## config.mk

```make
export PLATFORM = sky130hd
export DESIGN_NAME = scale_note_quantizer_top
export DESIGN_NICKNAME = d
export VERILOG_FILES = /design/src/hdl/snq_pkg.sv /design/src/hdl/snq_cfg.sv /design/src/hdl/snq_search.sv /design/src/hdl/scale_note_quantizer_top.sv
export SDC_FILE = /design/constraint.sdc
export NUM_CORES = 1
export LEC_CHECK = 0
export ABC_AREA = 1
export BUFFER_PORTS_ARGS = -buffer_cell sky130_fd_sc_hd__buf_4
export CAP_MARGIN = 10
export CORE_ASPECT_RATIO = 0.5
export CORE_MARGIN = 2
export CORE_UTILIZATION = 51
export DETAILED_ROUTE_END_ITERATION = 10
export PLACE_DENSITY = 0.68
export SLEW_MARGIN = 10
export SYNTH_ARGS = -nofsm -noshare
export SYNTH_HDL_FRONTEND = slang
export SYNTH_SLANG_ARGS = --single-unit
```

## constraint.sdc

```tcl
create_clock -name aclk -period 20 [get_ports aclk]
set_input_delay 1 -clock aclk [delete_from_list [all_inputs] [get_ports aclk]]
set_output_delay 1 -clock aclk [all_outputs]
set_load 0.01 [all_outputs]
```

## src/hdl/snq_pkg.sv

```systemverilog
// Shared types, scale interval tables and pitch-class helpers for the scale note quantiser.
package snq_pkg;

    localparam int PITCH_CLASSES = 12;
    localparam int TYPE_COUNT    = 14;
    localparam int MAX_DISTANCE  = 6;
    localparam int NOTE_MAX      = 127;

    typedef logic [PITCH_CLASSES-1:0] pc_mask_t;
    typedef logic [3:0]               pc_t;
    typedef logic [3:0]               scale_type_t;
    typedef logic [6:0]               note_t;
    typedef logic [3:0]               degree_t;
    typedef logic [3:0]               cfg_data_t;
    typedef logic [0:0]               cfg_addr_t;

    // Register indexes on the configuration port
    localparam cfg_addr_t CFG_SCALE_ROOT = 1'b0;
    localparam cfg_addr_t CFG_SCALE_TYPE = 1'b1;

    // Bit i set when the scale holds the interval of i semitones above the root
    localparam pc_mask_t SCALE_MASKS [TYPE_COUNT] = '{
        12'hAB5,  // major
        12'h5AD,  // natural minor
        12'h9AD,  // harmonic minor
        12'hAAD,  // melodic minor
        12'h6AD,  // dorian
        12'h5AB,  // phrygian
        12'hAD5,  // lydian
        12'h6B5,  // mixolydian
        12'h56B,  // locrian
        12'h295,  // major pentatonic
        12'h4A9,  // minor pentatonic
        12'h4E9,  // blues
        12'h555,  // whole tone
        12'hFFF   // chromatic
    };

    typedef struct packed {
        pc_mask_t intervals;   // relative to the root
        pc_mask_t pitch_mask;  // absolute pitch classes, root applied
        pc_t      root;        // normalised to 0..11
    } scale_cfg_t;

    typedef struct packed {
        note_t   note;
        logic    in_scale;
        degree_t degree;
    } quant_result_t;

    // Note modulo 12 by reciprocal multiply (43/512), exact for 0..127
    function automatic pc_t pitch_class(input note_t note);
        logic [12:0] prod;
        logic [3:0]  quot;
        logic [6:0]  rem;
        prod = 13'(note) * 13'd43;
        quot = prod[12:9];
        rem  = note - 7'(7'(quot) * 7'd12);
        return rem[3:0];
    endfunction

    // (a - b) modulo 12 for a, b in 0..11
    function automatic pc_t pc_sub(input pc_t a, input pc_t b);
        logic [4:0] s;
        s = 5'(a) + 5'(PITCH_CLASSES) - 5'(b);
        if (s >= 5'(PITCH_CLASSES)) begin
            s = s - 5'(PITCH_CLASSES);
        end
        return s[3:0];
    endfunction

    // 1-based position of rel in the interval list, 0 when absent
    function automatic degree_t degree_of(input pc_mask_t intervals, input pc_t rel);
        degree_t cnt;
        cnt = '0;
        for (int i = 0; i < PITCH_CLASSES; i++) begin
            if (intervals[i] && (4'(i) < rel)) begin
                cnt = cnt + 4'd1;
            end
        end
        return intervals[rel] ? cnt + 4'd1 : '0;
    endfunction

endpackage

```

## src/hdl/snq_cfg.sv

```systemverilog
// Scale configuration registers and derived pitch-class masks.
module snq_cfg (
    input  logic                  aclk,
    input  logic                  aresetn,
    input  logic                  cfg_we,
    input  snq_pkg::cfg_addr_t    cfg_addr,
    input  snq_pkg::cfg_data_t    cfg_wdata,
    output snq_pkg::scale_cfg_t   scale_cfg
);
    import snq_pkg::*;

    pc_t         root_reg;
    scale_type_t type_reg;
    pc_t         root_norm;
    scale_type_t type_norm;
    pc_mask_t    intervals;
    pc_mask_t    pitch_mask;

    always_ff @(posedge aclk) begin
        if (!aresetn) begin
            root_reg <= '0;
            type_reg <= '0;
        end else if (cfg_we) begin
            unique case (cfg_addr)
                CFG_SCALE_ROOT: root_reg <= cfg_wdata;
                CFG_SCALE_TYPE: type_reg <= cfg_wdata;
                default:        ;
            endcase
        end
    end

    // Wrap roots 12..15, fall back to major for unlisted types
    always_comb begin
        root_norm = (root_reg >= 4'(PITCH_CLASSES)) ? root_reg - 4'(PITCH_CLASSES) : root_reg;
        type_norm = (type_reg >= 4'(TYPE_COUNT)) ? '0 : type_reg;
        intervals = SCALE_MASKS[type_norm];
        for (int pc = 0; pc < PITCH_CLASSES; pc++) begin
            pitch_mask[pc] = intervals[pc_sub(4'(pc), root_norm)];
        end
    end

    assign scale_cfg = '{intervals: intervals, pitch_mask: pitch_mask, root: root_norm};

endmodule

```

## src/hdl/snq_search.sv

```systemverilog
// Nearest in-scale note search over distances 1 to 6, upward first.
module snq_search (
    input  snq_pkg::note_t         note,
    input  snq_pkg::scale_cfg_t    scale_cfg,
    output snq_pkg::quant_result_t result
);
    import snq_pkg::*;

    pc_t        pc;
    logic       in_scale;
    logic       up_ok [1:MAX_DISTANCE];
    logic       dn_ok [1:MAX_DISTANCE];
    pc_t        up_pc [1:MAX_DISTANCE];
    pc_t        dn_pc [1:MAX_DISTANCE];
    logic       hit;
    note_t      sel_note;
    pc_t        sel_pc;
    logic [4:0] up_sum;

    always_comb begin
        pc       = pitch_class(note);
        in_scale = scale_cfg.pitch_mask[pc];

        // Candidate checks at each distance are independent
        for (int d = 1; d <= MAX_DISTANCE; d++) begin
            up_sum = 5'(pc) + 5'(d);
            if (up_sum >= 5'(PITCH_CLASSES)) begin
                up_sum = up_sum - 5'(PITCH_CLASSES);
            end
            up_pc[d] = up_sum[3:0];
            dn_pc[d] = pc_sub(pc, 4'(d));
            up_ok[d] = (8'(note) + 8'(d) <= 8'(NOTE_MAX)) && scale_cfg.pitch_mask[up_pc[d]];
            dn_ok[d] = (note >= 7'(d)) && scale_cfg.pitch_mask[dn_pc[d]];
        end

        // Farthest first so the nearest candidate, upward on ties, wins
        hit      = 1'b0;
        sel_note = note;
        sel_pc   = pc;
        for (int d = MAX_DISTANCE; d >= 1; d--) begin
            if (dn_ok[d]) begin
                hit      = 1'b1;
                sel_note = note - 7'(d);
                sel_pc   = dn_pc[d];
            end
            if (up_ok[d]) begin
                hit      = 1'b1;
                sel_note = note + 7'(d);
                sel_pc   = up_pc[d];
            end
        end
        if (in_scale) begin
            hit      = 1'b1;
            sel_note = note;
            sel_pc   = pc;
        end

        result.note     = sel_note;
        result.in_scale = in_scale;
        result.degree   = hit ? degree_of(scale_cfg.intervals, pc_sub(sel_pc, scale_cfg.root))
                              : '0;
    end

endmodule

```

## src/hdl/scale_note_quantizer_top.sv

```systemverilog
// Top level of the scale note quantiser: input register, search logic, result register.
//
// Snaps each incoming MIDI note to the nearest note of the configured scale. The scale
// is a root pitch class (register 0, values 12..15 wrap modulo 12) and one of fourteen
// scale types (register 1: major, natural minor, harmonic minor, melodic minor, dorian,
// phrygian, lydian, mixolydian, locrian, major pentatonic, minor pentatonic, blues,
// whole tone, chromatic; 14 and 15 select major). A note already in the scale passes
// with was_in_scale set; otherwise the nearest scale note within six semitones is
// returned, the higher one on a tie, never leaving 0..127. scale_degree is the 1-based
// position of the output note in the scale, 0 only if nothing was found. The block takes
// one beat every clock cycle while the result register is empty or m_tready drains it;
// each beat passes through the input register, then the search logic as a single pass
// of logic, then the result register. The input register can take a new beat while a
// finished result still waits on m_tready, but only if it holds no beat itself.
// Write configuration only while the block holds no beats in flight.
module scale_note_quantizer_top (
    input  logic               aclk,
    input  logic               aresetn,

    input  logic               s_tvalid,
    output logic               s_tready,
    input  logic [7:0]         s_tdata,    // [6:0] note_in, [7] zero

    output logic               m_tvalid,
    input  logic               m_tready,
    output logic [15:0]        m_tdata,    // [6:0] note_out, [10:7] scale_degree, [15:11] zero
    output logic [0:0]         m_tuser,    // [0] was_in_scale

    input  logic               cfg_we,
    input  snq_pkg::cfg_addr_t cfg_addr,
    input  snq_pkg::cfg_data_t cfg_wdata
);
    import snq_pkg::*;

    logic          in_valid_reg;
    note_t         in_note_reg;
    logic          out_valid_reg;
    quant_result_t out_result_reg;
    logic          advance;
    scale_cfg_t    scale_cfg;
    quant_result_t search_result;

    snq_cfg u_cfg (
        .aclk      (aclk),
        .aresetn   (aresetn),
        .cfg_we    (cfg_we),
        .cfg_addr  (cfg_addr),
        .cfg_wdata (cfg_wdata),
        .scale_cfg (scale_cfg)
    );

    snq_search u_search (
        .note      (in_note_reg),
        .scale_cfg (scale_cfg),
        .result    (search_result)
    );

    // Move the input stage on whenever the result register is empty or being drained
    assign advance  = !out_valid_reg || m_tready;
    assign s_tready = !in_valid_reg || advance;

    // Input register: capture a beat, drop the valid once it has moved on
    always_ff @(posedge aclk) begin
        if (!aresetn) begin
            in_valid_reg <= 1'b0;
        end else if (s_tvalid && s_tready) begin
            in_valid_reg <= 1'b1;
        end else if (advance) begin
            in_valid_reg <= 1'b0;
        end
    end

    always_ff @(posedge aclk) begin
        if (s_tvalid && s_tready) begin
            in_note_reg <= s_tdata[6:0];
        end
    end

    // Result register: hold until taken, then advance
    always_ff @(posedge aclk) begin
        if (!aresetn) begin
            out_valid_reg <= 1'b0;
        end else if (advance) begin
            out_valid_reg <= in_valid_reg;
        end
    end

    always_ff @(posedge aclk) begin
        if (advance && in_valid_reg) begin
            out_result_reg <= search_result;
        end
    end

    assign m_tvalid = out_valid_reg;
    assign m_tdata  = {5'b0, out_result_reg.degree, out_result_reg.note};
    assign m_tuser  = out_result_reg.in_scale;

    // A note found in the scale always carries a degree
    assert property (@(posedge aclk) disable iff (!aresetn)
        (out_valid_reg && out_result_reg.in_scale) |-> (out_result_reg.degree != '0))
    else $error("in-scale result without a degree");

    // A beat in the input stage reaches the result register when the stage advances
    assert property (@(posedge aclk) disable iff (!aresetn)
        (in_valid_reg && advance) |=> out_valid_reg)
    else $error("beat lost between input and result registers");

    // A waiting result is never dropped
    assert property (@(posedge aclk) disable iff (!aresetn)
        (out_valid_reg && !m_tready) |=> (out_valid_reg && $stable(out_result_reg)))
    else $error("pending result dropped or altered");

endmodule

```

**Word-level counts from Yosys, hierarchy flattened**

Memory sizes are Yosys's and may differ from the RTL's.
Cells that the tools add are included.

- Add/sub/neg operators: 84
- Multipliers: 2
- $lt $le $gt $ge: 78
- Mux-type cells: 134
- Bitwise operators: 2
- Reductions and logical operators: 34

Operator list:

| cell | count |
|---|---|
| $mux 4 | 51 |
| $lt 4x5->1 const B | 26 |
| $ge 5x4->1 const B | 25 |
| $bmux 1 s4 | 26 |
| $sub 4x4->4 const B | 26 |
| $mux 7 | 13 |
| $le 8x7->1 const B | 6 |
| $add 4x1->4 const B | 11 |
| $mux 1 | 42 |
| $sub 5x4->5 const A | 8 |
| $logic_and 1x1->1 | 26 |
| $add 7x3->8 const B | 3 |
| $mux 12 | 2 |
| $add 7x3->7 const B | 3 |
| $ge 7x3->1 const B | 3 |
| $sub 7x3->7 const B | 3 |
| $sub 4x4->5 const A | 4 |
| $add 7x2->8 const B | 2 |
| $lt 3x4->1 const A | 4 |
| $lt 4x4->1 const A | 4 |
| $add 4x3->5 const B | 3 |
| $sub 5x3->5 const B | 3 |
| $add 7x2->7 const B | 2 |
| $ge 7x2->1 const B | 2 |
| other kinds (25) | 36 |

- Flip-flop bits (word level): 29
- ROM bits: 192
- Input port bits: 18
- Memories kept: 1

Memory list:

| memory | depth | bits a word | read ports | clocked after Yosys merged registers in | wr ports | line | source |
|---|---|---|---|---|---|---|---|
| (no name shown) | 16 | 12 | 1 | 0 | 0 | snq_cfg.sv:36 | `intervals = SCALE_MASKS[type_norm];` |

**Longest topological paths before layout**

Gate-level depths: netlist of run 1.

- Depth after elaboration: 54
- Gate-level depth with buffers: 103

**Cells and area by module**

Synthesis of run 1 repeated with hierarchy kept, for this count alone.

- Cell total of the unflattened synthesis: 1631
- Area, all modules: 9019.9 um^2

By module, submodules not included:

| module | instances | cells an instance | area each (um^2) |
|---|---|---|---|
| snq_search | 1 | 1186 | 6212.2 |
| snq_cfg | 1 | 407 | 2100.8 |
| scale_note_quantizer_top | 1 | 38 | 706.9 |

**Worst setup path before layout of run 1**

No wires, ideal clock.

- Kind: reg2reg
- From: register in_note_reg[1]
- To: register out_result_reg (netlist bit m_tdata[9]), data pin
- Setup time: 254 ps
- Arrival time: 13467 ps
- Required time: 19746 ps
- Path slack: 6279 ps
- Cell stages (with the launch flop): 92
- Buffers on the path: 2
- Cells stage by stage: edfxtp_1 > ha_1 > inv_1 > fa_1 > fa_1 > inv_1 > ha_1 > nand2_1 > nand2_1 > a21oi_1 > nand2_1 > nand2_1 > nand2_1 > ha_1 > inv_1 > ha_1 > clkbuf_1 > nor2_1 > [... 56 more ...] > ha_1 > nand2_1 > nand2_1 > xnor2_1 > o21ai_2 > ha_1 > or2_2 > nand3_1 > nand2_1 > a21oi_1 > nor2_1 > ha_1 > or2_2 > nand2_1 > inv_1 > ha_1 > xor2_1 > nor2_1

- Cells in the longest elaborated chain, start to end: 53
- Elaborated cells on any way between the ends: 190

RTL lines:

| item | line | source |
|---|---|---|
| start, declared | scale_note_quantizer_top.sv:36 | `note_t in_note_reg;` |
| start signal, assigned | scale_note_quantizer_top.sv:75 | `in_note_reg <= s_tdata[6:0];` |
| $mul 7x6->13 | snq_pkg.sv:56 | `prod = 13'(note) * 13'd43;` |
| $mul 4x2->2 | snq_pkg.sv:58 | `rem = note - 7'(7'(quot) * 7'd12);` |
| $sub 4x4->4 | snq_pkg.sv:58 |  |
| $add 4x4->5 | snq_pkg.sv:65 | `s = 5'(a) + 5'(PITCH_CLASSES) - 5'(b);` |
| $sub 5x3->5 | snq_pkg.sv:65 |  |
| $sub 4x4->4 / $ge 5x4->1 (equally long branches) | snq_pkg.sv:67, snq_pkg.sv:66 |  |
| $mux 4 | snq_pkg.sv:66 | `if (s >= 5'(PITCH_CLASSES)) begin` |
| $bmux 1 s4 | snq_search.sv:33 | `dn_ok[d] = (note >= 7'(d)) && scale_cfg.pitch_mask[dn_pc[d]];` |
| [... 37 more ...] | -- |  |
| $mux 4 | snq_pkg.sv:77 | `if (intervals[i] && (4'(i) < rel)) begin` |
| $add 4x1->4 | snq_pkg.sv:78 | `cnt = cnt + 4'd1;` |
| $mux 4 | snq_pkg.sv:77 |  |
| $add 4x1->4 | snq_pkg.sv:78 |  |
| $mux 4 | snq_pkg.sv:77 |  |
| $add 4x1->4 | snq_pkg.sv:78 |  |
| $mux 4 | snq_pkg.sv:77 |  |
| $add 4x1->4 | snq_pkg.sv:81 | `return intervals[rel] ? cnt + 4'd1 : '0;` |
| end signal, assigned | scale_note_quantizer_top.sv:90 | `out_result_reg <= search_result;` |
| end, declared | scale_note_quantizer_top.sv:38 | `quant_result_t out_result_reg;` |

Parallel ways exist; a longest one is shown, timed or not. The select of a mux whose other input is x is not followed.
A chain may end at the register's enable or synchronous reset.

**Final worst setup path of run 1**

- From: register in_note_reg[2]
- To: register out_result_reg (netlist bit m_tdata[9]), data pin

Same word-level chain as after synthesis.

==> metrics.md, run 1 <==
| Metric | Value |
|---|---|
| Tcrit/Tclk final | 79.75% |
| CP Data Required Time | 20040 ps |
| I/O pins | 37 |
| Bufs on Longest Clock Path | 2 |
| Die area | 0.01840 mm2 |
| First-pass GRT wire length | 43540 um |
| Antenna violations before repair | 0 |
| Area Growth Syn to Fin | 5.981% |
| Slew Limit Headroom | 51.74% |
| Commonest non-fill, non-tap cells in the layout | nand2_1, inv_1, nand3_1 |
| Num rows | 33 |
| Netlist cell types | 54 |
| Multi-input gate area | 0.006933 mm2 |
| Fin worst setup slack | 4051 ps |
| CTS HTree Levels | 2 |
| Post-CTS Resized | 0 |
| Startpoint Class | register |
| CTS tree | yes |
| Worst slack at placement | 4075 ps |
| Clk_lat worst skew | 280 ps |
| Seq/Total Area, Yosys | 8.751% |
| Detailed Route WL | 26110 um |
| DP HPWL | 21060 um |
| Fin util | 56.09% |
| Worst-path fanout max | 16 |
| Antenna Nets Post-Route | 0 |
| Total GRT Usage | 28.66% |
| Sink Count | 29 |
| RePlAce Congestion | 0.9537 |
| Setup tns final | 0 ps |
| Critical path class | reg -> reg |
| Max Cap Viol | 0 |
| CTS Root Cell | clkbuf_16 |
| DR WL/cell | 14.56 um |
| Fin nets | 1696 |
| Chip Width | 189.8 um |
| Crit path time final | 15950 ps |
| Beginning of the critical path | in_note_reg[2]$_DFFE_PP_ |
| Simple-Gate Fraction of Synth Area | 45.12% |
| Drt first pass iters | 6 |
| Mapped Cells | 1557 |
| Outcome | finished clean |
| Largest net degree at the start of global routing | 32 |
| Slowest Stage Delay on Critical Path | 740 ps |
| Yosys reg bits | 29 |
| Vias | 9860 |
| Largest family of logic cells by synthesized area | simple AND/OR/NAND/NOR gates |
| Synth Area in Compound Gates | 13.72% |
| Post-synth EDFFs | 19 |
| CP arrival | 15990 ps |
| Vias in the first global route | 9205 |
| Synth warn | 0 |
| Post-CTS Hold Fix Bufs | 0 |
| # diodes | 0 |
| Worst-path clk slew | 50 ps |
| Setup violators final | 0 |
| R2R Path Start | in_note_reg[2]$_DFFE_PP_ |
| Ys flop type | edfxtp_1 |
| Max reg flops | 11 |
| Initial core utilization | 52.93% |
| Highest clock rate | 62.70 MHz |
| Worst path most repeated cell | nand2_1 |
| Register area | 770.7 um2 |
| Port bufs | 30 |
| Die height | 96.92 um |
| Worst Hold Launch | in_valid_reg$_SDFFE_PN0P_ |
| Vias per inst | 5.496 |
| Core area | 0.01664 mm2 |
| Multiplexer area fraction after synthesis | 0% |
| Worst Hold Class | reg -> reg |
| WHS | 506.5 ps |
| Async set-or-reset flop fraction in the synthesized netlist | 0% |
| Initial DRC count | 795 |
| Syn Area/Cell | 5.657 um2 |
| Filler cell count | 1725 |
| Post-synth top area cell | nand2_1 |
| Gr ovfl total | 0 |
| Slowest stage cell, crit path | edfxtp_1 |
| Clk_skew | 5.274 ps |
| Fraction of layout cells with a size suffix above 1 | 7.658% |
| Fin. max-slew vios | 0 |
| Synth Area in Adders | 16.51% |
| Residual DRC | 0 |
| Most common cell after layout, fill and taps aside | nand2_1 |
| Worst-Margin Slew | 723.9 ps |
| Post-CTS setup buffer count | 0 |
| RSZ-0062 raised after global routing | false |
| Post-Synth XOR/XNOR Area | 3.154% |
| Final hold violations | 0 |
| Total CTS buffers | 5 |
| Top post-synthesis cells by area | nand2_1, ha_1, nand3_1 |
| Top-area cell type share of the netlist area | 21.52% |
| Synthesized area | 0.008807 mm2 |
| Crit. End Element | register |
==> routing by layer <==
| metal | GRT usage [%] | share of wire, % | up-vias |
|---|---|---|---|
| li1 | - | - | 5031 |
| met1 | 37.59 | 46 | 4493 |
| met2 | 49.49 | 45 | 285 |
| met3 | 3.774 | 6.0 | 51 |
| met4 | 7.394 | 2.3 | 0 |
| met5 | 0 | 0 | - |
==> worst max-delay path, delay by kind of cell, from the launching register on <==
kind	cells	cell delay, ps
AO/OA/AOI/OAI	13	2600
XOR/XNOR	3	600
adder cells (fa/ha/maj)	18	6180
buffers and inverters	15	1370
flip-flops	1	740
AND/OR/NAND/NOR	39	4200
==> synthesized netlist by cell type (17+ instances only) <==
library cell    n
xor2_1         22
clkbuf_1       22
nor2_1         81
o21ai_0        77
nand2_2        20
nand2_1       505
inv_1         231
o211ai_1       17
edfxtp_1       19
nand3_1       224
a21oi_1        59
ha_1          105
==> logic make-up (layout without fill, tap and decap cells) <==
family / count (synthesis) / count (layout)
and+or+nand+nor: 894 / 894
buffers and inverters: 286 / 292
AOI/OAI and AO/OA: 205 / 205
adders and majority gates: 112 / 112
xor gates and xnor gates: 30 / 30
DFF: 29 / 29
other: 1 / 5
==> layout make-up <==
cell class	count	area share, %
multi-input combinational	1246	74.28
clock buffer	5	1.340
timing repair buffer	36	2.895
inverter	248	10.00
sequential	29	8.257
tap	227	3.043
clock inverter	3	0.1877
==> worst paths after layout <==
path / end / cells past startpoint / slack, ps
worst max-delay path: m_tdata[9]$_SDFFCE_PN0P_ / 88 / 4050
worst min-delay path: m_tvalid$_SDFFE_PN0P_ / 2 / 510
worst max register to register: m_tdata[9]$_SDFFCE_PN0P_ / 88 / 4050
worst min register to register: m_tvalid$_SDFFE_PN0P_ / 2 / 510
==> metrics by stage <==
step / instances / cell area, um2
after CTS: 1794 / 9334
after detailed placement: 1786 / 9191
after floorplan: 1561 / 8822
final: 1794 / 9334
after global routing: 1794 / 9334
after global placement: 1786 / 9191
Power of run 1 is left out: the tool's default activity adds up to more than one toggle a clock period on the data nets, which glitch-free logic cannot reach.
==> run 2: changes to the inputs <==
- PLACE_DENSITY: 0.68 -> 0.71
- clock period: 20 -> 14.15 ns (I/O delays scaled with it)
==> run 2 against run 1 <==
Net effect:
- routed wire length is 1.5% higher
- register-to-register slack got worse by 3100 ps
- global-route usage grew 0.13 points
- first-iteration DRC count grew 1.6%
- cell count grew 2.0%
- sequential cell count is the same
- non-clock buffer count increased by 35
- largest cell class unchanged
- highest routed layer unchanged
==> metrics.md, run 2 (synthesis gave the netlist of run 1 again) <==
| Metric | Value |
|---|---|
| Fin nets | 1731 (+2.1%) |
| R2R depth | 93 (+5.7%) |
| RePlAce Congestion | 0.9795 (+2.7%) |
| Vias in the first global route | 9334 (+1.4%) |
| Commonest non-fill, non-tap cells in the layout | nand2_1, inv_1, nand3_1 |
| Startpoint Class | register |
| Vias | 9920 (+0.61%) |
| First-pass GRT wire length | 43910 um (+0.85%) |
| WHS Endpoint | m_tvalid$_SDFFE_PN0P_ |
| Final hold violations | 0 (unchanged) |
| Highest clock rate | 75.58 MHz (+21%) |
| Worst R2R End | m_tdata[9]$_SDFFCE_PN0P_ |
| Worst Hold Launch | in_valid_reg$_SDFFE_PN0P_ |
| Antenna violations before repair | 0 (unchanged) |
| Worst-Margin Slew | 732.5 ps (+8.582 ps) |
| R2R Path Start | in_note_reg[4]$_DFFE_PP_ |
| Slowest Stage Delay on Critical Path | 520 ps (-220 ps) |
| CP arrival | 13270 ps (-2720 ps) |
| Slew Limit Headroom | 51.17% (-0.57 points) |
| Vias per inst | 5.424 (-1.3%) |
| Bufs on Longest Clock Path | 2 (unchanged) |
| Total CTS buffers | 5 (unchanged) |
| Setup violators final | 0 (unchanged) |
| Die area | 0.01840 mm2 (unchanged) |
| Die height | 96.92 um (unchanged) |
| Area Growth Syn to Fin | 11.83% |
| Dpl cells | 1811 (+1.4%) |
| Initial core utilization | 52.93% (unchanged) |
| M1 GR Usage | 38.68% (+1.1 points) |
| CTS HTree Levels | 2 (unchanged) |
| Antenna Nets Post-Route | 0 (unchanged) |
| I/O pins | 37 (unchanged) |
| Worst-path fanout max | 7 (-9) |
| Sink Count | 29 (unchanged) |
| Crit. End Element | register |
| Residual DRC | 0 (unchanged) |
| Fraction of layout cells with a size suffix above 1 | 12.67% (+5.0 points) |
| Non-filler cells, final | 1829 (+2.0%) |
| Worst hold path cell count | 2 (unchanged) |
| Worst-path clk slew | 50 ps (about the same) |
| Worst path most repeated cell | nand2_1 |
| Detailed Route WL | 26490 um (+1.5%) |
| Crit path time final | 13230 ps (-2718 ps) |
| Initial DRC count | 808 (+1.6%) |
| # diodes | 0 (unchanged) |
| Chip Width | 189.8 um (unchanged) |
| Slowest stage cell, crit path | fa_1 |
| Core area | 0.01664 mm2 (unchanged) |
| CP Data Required Time | 14190 ps (-5850 ps) |
| Worst Hold Class | reg -> reg |
| GR Util met3 | 3.592% (-0.18 points) |
| Num rows | 33 (unchanged) |
| CTS tree | yes |
| Most common cell after layout, fill and taps aside | nand2_1 |
| Busiest grt layer | met2 |
| Met2 Use GR | 50.34% (+0.84 points) |
| Filler cell count | 1720 (-0.29%) |
| DP HPWL | 21280 um (+1.0%) |
| Max reg flops | 11 (unchanged) |
| Clk_skew | 8.254 ps (+2.980 ps) |
| Tcrit/Tclk final | 93.51% (+14 points) |
| Critical path class | reg -> reg |
| Drt first pass iters | 5 (-1) |
| Largest net degree at the start of global routing | 31 (-3.1%) |
| Beginning of the critical path | in_note_reg[4]$_DFFE_PP_ |
| Total GRT Usage | 28.79% (+0.13 points) |
| Outcome | finished clean |
| Max Cap Viol | 0 (unchanged) |
| Reg2Reg Setup Slack | 920 ps (-3130 ps) |
| Clk_lat worst skew | 280 ps (about the same) |
| Gr ovfl total | 0 (unchanged) |
| Port bufs | 30 (unchanged) |
| DR WL/cell | 14.48 um (-0.49%) |
| Fin. max-slew vios | 0 (unchanged) |
| CTS Root Cell | clkbuf_16 |
-- run 2: critical path: cells and delay by family (launching register included) --
family / cells / cell delay (ps)
AO/OA/AOI/OAI: 13 / 1950
XOR/XNOR: 3 / 500
adder cells (fa/ha/maj): 16 / 4610
buffers and inverters: 17 / 1190
flip-flops: 1 / 430
AND/OR/NAND/NOR: 44 / 4280
-- run 2: stage by stage --
stage          util (%)  hold WS [ps]  TNS [ps]  instance area, um2  worst slack (ps)
2_1_floorplan         -         447.3         0                8822             429.1
3_3_place_gp      56.37         453.0         0                9379             199.8
3_5_place_dp      56.37         502.3    -134.9                9379            -79.24
4_1_cts           57.25         511.6         0                9527             51.49
5_1_grt           59.19         526.8    -43.09                9849            -42.29
6_report          59.19         509.1         0                9849             918.9
-- run 2: per-layer routing --
metal | routed length, um | vias up
met5 | 0 | -
met4 | 336 | 0
met3 | 1941 | 31
met2 | 12120 | 297
met1 | 12090 | 4493
li1 | - | 5099
-- run 2: worst max-delay path by stage --
| stage | end | slack [ps] | cells past startpoint |
|---|---|---|---|
| 3_5_place_dp | m_tdata[9]$_SDFFCE_PN0P_ | -80 | 90 |
| 5_1_grt | m_tdata[9]$_SDFFCE_PN0P_ | -40 | 92 |
| 4_1_cts | m_tdata[9]$_SDFFCE_PN0P_ | 50 | 90 |
| 6_report | m_tdata[9]$_SDFFCE_PN0P_ | 920 | 93 |
| 2_1_floorplan | m_tdata[9]$_SDFFCE_PN0P_ | 430 | 91 |
| 3_3_place_gp | m_tdata[9]$_SDFFCE_PN0P_ | 200 | 82 |
-- run 2: what timing repair did --
action	4_1_cts	5_1_grt
hold buffers	0	0
endpoints found under the setup margin	3	3
buffers inserted	0	10
resized for setup	2	64
pin swaps	0	26
-- run 2: area by class of cell --
type                            count  area, um2  area share [%]
Clock buffer                        5      125.1           1.270
Tap cell                          227      284.0           2.884
Timing Repair Buffer               71      536.8           5.450
Inverter                          248      942.2           9.566
Clock inverter                      3      17.52          0.1778
Sequential cell                    29      770.7           7.825
Multi-Input combinational cell   1246       7173           72.83
Power of run 2 is left out for the same reason.
